$ cat src/hw/rtl/pet_pkg.sv
// pet_pkg: shared types and constants for the particle emitter tick core
// no dependencies
package pet_pkg;
	localparam int unsigned VEL_W = 40;
	localparam int unsigned POS_W = 48;
	localparam int unsigned LIFE_W = 25;
	localparam int unsigned ACC_W = 16;
	localparam int unsigned DT_W = 10;
	localparam int unsigned RATE_W = 33;
	localparam int unsigned DROP_W = 16;
	localparam int unsigned CFG_W = 48;
	localparam int unsigned CFG_IDX_W = 3;
	localparam logic [LIFE_W-1:0] LIFE_ONE = 25'h100_0000;

	localparam logic [CFG_IDX_W-1:0] REG_VEL_X = 3'd0;
	localparam logic [CFG_IDX_W-1:0] REG_VEL_Y = 3'd1;
	localparam logic [CFG_IDX_W-1:0] REG_VEL_Z = 3'd2;
	localparam logic [CFG_IDX_W-1:0] REG_ACCEL = 3'd3;
	localparam logic [CFG_IDX_W-1:0] REG_EMIT_RATE = 3'd4;
	localparam logic [CFG_IDX_W-1:0] REG_RATE_DECAY = 3'd5;
	localparam logic [CFG_IDX_W-1:0] REG_LIFE_DECAY = 3'd6;

	// one particle's per-axis state for the axis unit
	typedef struct packed {
		logic signed [POS_W-1:0] pos;
		logic signed [VEL_W-1:0] vel;
	} axis_t;
endpackage

$ cat src/hw/rtl/pet_axis.sv
// pet_axis: euler update of one axis, velocity then position, both saturated
// depends on pet_pkg; two registered stages
module pet_axis (
	input  logic                            clk,
	input  logic                            en,
	input  logic [pet_pkg::DT_W-1:0]        dt,
	input  logic signed [pet_pkg::ACC_W-1:0] acc,
	input  pet_pkg::axis_t                  din,
	output pet_pkg::axis_t                  dout
);
	localparam int unsigned SV_W = pet_pkg::VEL_W + 2;
	localparam int unsigned SP_W = pet_pkg::POS_W + 4;
	localparam logic signed [SV_W-1:0] VMAX = SV_W'({1'b0, {(pet_pkg::VEL_W-1){1'b1}}});
	localparam logic signed [SV_W-1:0] VMIN = -VMAX - SV_W'(1);
	localparam logic signed [SP_W-1:0] PMAX = SP_W'({1'b0, {(pet_pkg::POS_W-1){1'b1}}});
	localparam logic signed [SP_W-1:0] PMIN = -PMAX - SP_W'(1);

	logic signed [pet_pkg::ACC_W+pet_pkg::DT_W:0] adt;
	logic signed [SV_W-1:0] vsum;
	logic signed [pet_pkg::VEL_W-1:0] vsat;
	logic signed [pet_pkg::POS_W-1:0] pos_s1;
	logic signed [pet_pkg::VEL_W-1:0] vel_s1;
	logic signed [pet_pkg::VEL_W+pet_pkg::DT_W:0] vdt;
	logic signed [SP_W-1:0] psum;
	logic signed [pet_pkg::POS_W-1:0] psat;

	assign adt = acc * $signed({1'b0, dt});
	assign vsum = SV_W'(din.vel) + SV_W'(adt);
	always_comb begin
		if (vsum > VMAX) vsat = VMAX[pet_pkg::VEL_W-1:0];
		else if (vsum < VMIN) vsat = VMIN[pet_pkg::VEL_W-1:0];
		else vsat = vsum[pet_pkg::VEL_W-1:0];
	end

	always_ff @(posedge clk) begin
		if (en) begin
			pos_s1 <= din.pos;
			vel_s1 <= vsat;
		end
	end

	assign vdt = vel_s1 * $signed({1'b0, dt});
	assign psum = SP_W'(pos_s1) + SP_W'(vdt);
	always_comb begin
		if (psum > PMAX) psat = PMAX[pet_pkg::POS_W-1:0];
		else if (psum < PMIN) psat = PMIN[pet_pkg::POS_W-1:0];
		else psat = psum[pet_pkg::POS_W-1:0];
	end

	always_ff @(posedge clk) begin
		if (en) begin
			dout.pos <= psat;
			dout.vel <= vel_s1;
		end
	end
endmodule

$ cat config.mk
export PLATFORM = sky130hd
export DESIGN_NAME = pet_axis
export DESIGN_NICKNAME = d
export VERILOG_FILES = /design/src/hw/rtl/pet_pkg.sv /design/src/hw/rtl/pet_axis.sv
export SDC_FILE = /design/constraint.sdc
export NUM_CORES = 2
export LEC_CHECK = 0
export BUFFER_PORTS_ARGS = -buffer_cell sky130_fd_sc_hd__buf_2
export CAP_MARGIN = 20
export CORE_MARGIN = 1.5
export CORE_UTILIZATION = 40
export CTS_BUF_LIST = sky130_fd_sc_hd__clkbuf_4 sky130_fd_sc_hd__clkbuf_8
export DETAILED_ROUTE_END_ITERATION = 8
export GPL_TIMING_DRIVEN = 0
export PLACE_DENSITY = 0.58
export SYNTH_ARGS = -nofsm -noshare
export SYNTH_HDL_FRONTEND = slang
export SYNTH_SLANG_ARGS = --single-unit
$ cat constraint.sdc
create_clock -name clk -period 23.9 [get_ports clk]
set_input_delay 4.78 -clock clk [delete_from_list [all_inputs] [get_ports clk]]
set_output_delay 4.78 -clock clk [all_outputs]
set_load 0.05 [all_outputs]
==> metrics <==
Via density 4.83; DRT iter0 DRCs 1,463; Startpoint Class primary input; Initial DRT Pass Iterations 6; syn_area_per_cell 9.49 µm²; Detail Route met3 WL 6.22 mm; Die Y 280 µm; post-CTS setup buffers 0; post-synthesis mux area share 0.0693%; crit end category flip-flop; Placeable Area 75,900 µm²; f_max 81.7 MHz; IO Count 204; Post-synth EDFFs 176; Final Max Slew Viols 0; first-pass GRT wire length 133 mm; Yosys reg bits 176; Starting Density 40.4%; WP data required 24.24 ns; die area 78,500 µm²; port bufs 179; Layout Nets 4,361; total CTS buffers 17; routed length on met2 38.5 mm; vias in the first global route 23,100; via count 21,700; max cap viols 0; FFs w/ async S/R, synth 0%; WL per Instance 18.8 µm; final std cell area, no fill 33,400 µm²; post-CTS sizing 0; CTS tree yes; Final Critical Period 12.24 ns; placed inst area 33,000 µm²; fin cells 4,485; crit-path max FO 10; Synth Area in Adders 48.0%; H-tree Lvls 4; Clock Skews 0.0237 ns; Slew @ Worst Pin 1.15 ns; leading area contributor after synthesis fa_1; row count 101; Synth Flop Type edfxtp_1; Clock Tree Buf Depth 2; clk_lat worst skew 0.59 ns; path type of the worst min-delay path flip-flop to flip-flop; Sum Neg Setup Slack 0 ns; largest family of logic cells by synthesized area adder cells; largest net degree at the start of global routing 95; cells after synthesis 3,237; status complete, no violations; syn_nets 4,157; fin crit share 51.2%; Cell Area, Synth 30,700 µm²; slew margin rel. 23.6%; unrepaired setup endpoints after global routing false; xor/xnor cell area share of the yosys netlist 2.37%; post-placement cell count 4,452; Yosys warning count 0; DRC 0; complex-gate fraction of the synthesized area 7.97%; clk root buf clkbuf_8; critical path type primary input to flip-flop; synth unique cells 78; Synth top cells by count inv_1 (872), fa_1 (615), nand2_1 (450); Post-Route M1 WL 37.1 mm; Clk pin slew, worst setup/hold paths 0.11 ns; share of post-route cells with drive strength above 1 7.44%; Overflow after GRT 0; main area contributors after synthesis fa_1 (40%), edfxtp_1 (17%), inv_1 (11%); sequential area share after synthesis 17.2%; Setup Viol. Count Final 0; hpwl dp 70.6 mm; GRT Resource Usage Total 22.5%; Post-DRT Antenna Nets 0; Post-Synth Simple-Gate Area 11.6%; clock tree sinks 176; initial antenna violation count 4; top routing layer used met5; Syn-to-layout area delta 8.82%; Final Hold Vio Count 0; die span in x 280 µm; routability cong. 0.915; Total Wirelength 84.5 mm; Yosys top cell area share 40.1%; most frequent cell after synthesis inv_1; CTS hold repair buffers 0; arrival time at the worst endpoint 12.57 ns
path summary, 6_finish.rpt:
| kind | from | cells past startpoint | end | slack, ns |
|---|---|---|---|---|
| worst min-delay path | vel_s1[29] | 0 | dout[29] | 0.44 |
| worst max-delay path | dt[2] | 24 | dout[63] | 11.66 |
| worst max register to register | vel_s1[23] | 22 | dout[63] | 16.31 |
| worst min register to register | vel_s1[29] | 0 | dout[29] | 0.44 |
critical path, stage by stage:
cell,delay [ns]
clkbuf_1,0.73
clkbuf_1,0.66
nand2_1,0.18
fa_1,0.54
fa_1,0.51
inv_1,0.05
fa_1,0.51
fa_1,0.50
inv_1,0.05
fa_1,0.48
inv_1,0.04
ha_1,0.27
buf_2,0.21
nand2_1,0.09
or3_1,0.44
nor4_1,0.52
o211ai_1,0.32
o211ai_1,0.22
a221oi_2,0.10
xnor2_1,0.19
o41a_1,0.60
buf_6,0.24
buf_6,0.15
a21o_1,0.16
cells by family after synthesis:
family / after synthesis
buf+inv: 1031
fa+ha+maj: 811
simple gates: 767
compound gates: 367
flops: 176
xor+xnor: 83
mux: 2
cells in the final DEF, fill, tap and decap left out, types with 7 or more instances in the layout:
cell type	n
a211oi_1	8
a21o_1	79
xor2_1	28
nand4_1	18
o21a_1	18
and2_1	168
maj3_1	7
nor2_1	42
xnor2_1	55
nor3_1	17
fa_1	615
clkbuf_8	17
inv_1	872
edfxtp_1	176
and3_1	10
nand2b_1	8
nand3_1	24
nand2_1	450
o21bai_1	19
buf_1	24
ha_1	189
a31oi_1	11
o211ai_1	8
buf_2	191
a21oi_1	117
clkbuf_1	113
o21ai_0	42
stage by stage:
step           util, %  hold slack [ns]  setup WS, ns
2_1_floorplan        -            0.424         12.86
3_3_place_gp      43.3            0.426         10.92
3_5_place_dp      43.5            0.439         11.07
4_1_cts           44.0            0.452         11.71
5_1_grt           44.0            0.471         11.39
6_report          44.0            0.443         11.66
layout make-up:
type | count | area [µm²]
fill | 7495 | 42500
buffer | 159 | 666
inverter | 872 | 3270
tap | 1030 | 1290
sequential | 176 | 5290
clock inverter | 11 | 130
clock buffer | 20 | 256
timing repair buffer | 185 | 1030
multi-input combinational | 2030 | 21500
antenna | 2 | 5.00
layer usage:
| layer | global-route usage (%) | vias up |
|---|---|---|
| met2 | 35.9 | 641 |
| met4 | 7.90 | 2 |
| met3 | 5.43 | 104 |
| met5 | 0 | - |
| met1 | 30.0 | 10800 |
| li1 | - | 10100 |
sequential cells by signal (all words and copies together) (netlist names):
register and flops:
vel_s1 40, dout 88, pos_s1 48
Power is not shown: default switching activity piles up to over one toggle a cycle in this logic, so the estimate is an artifact.
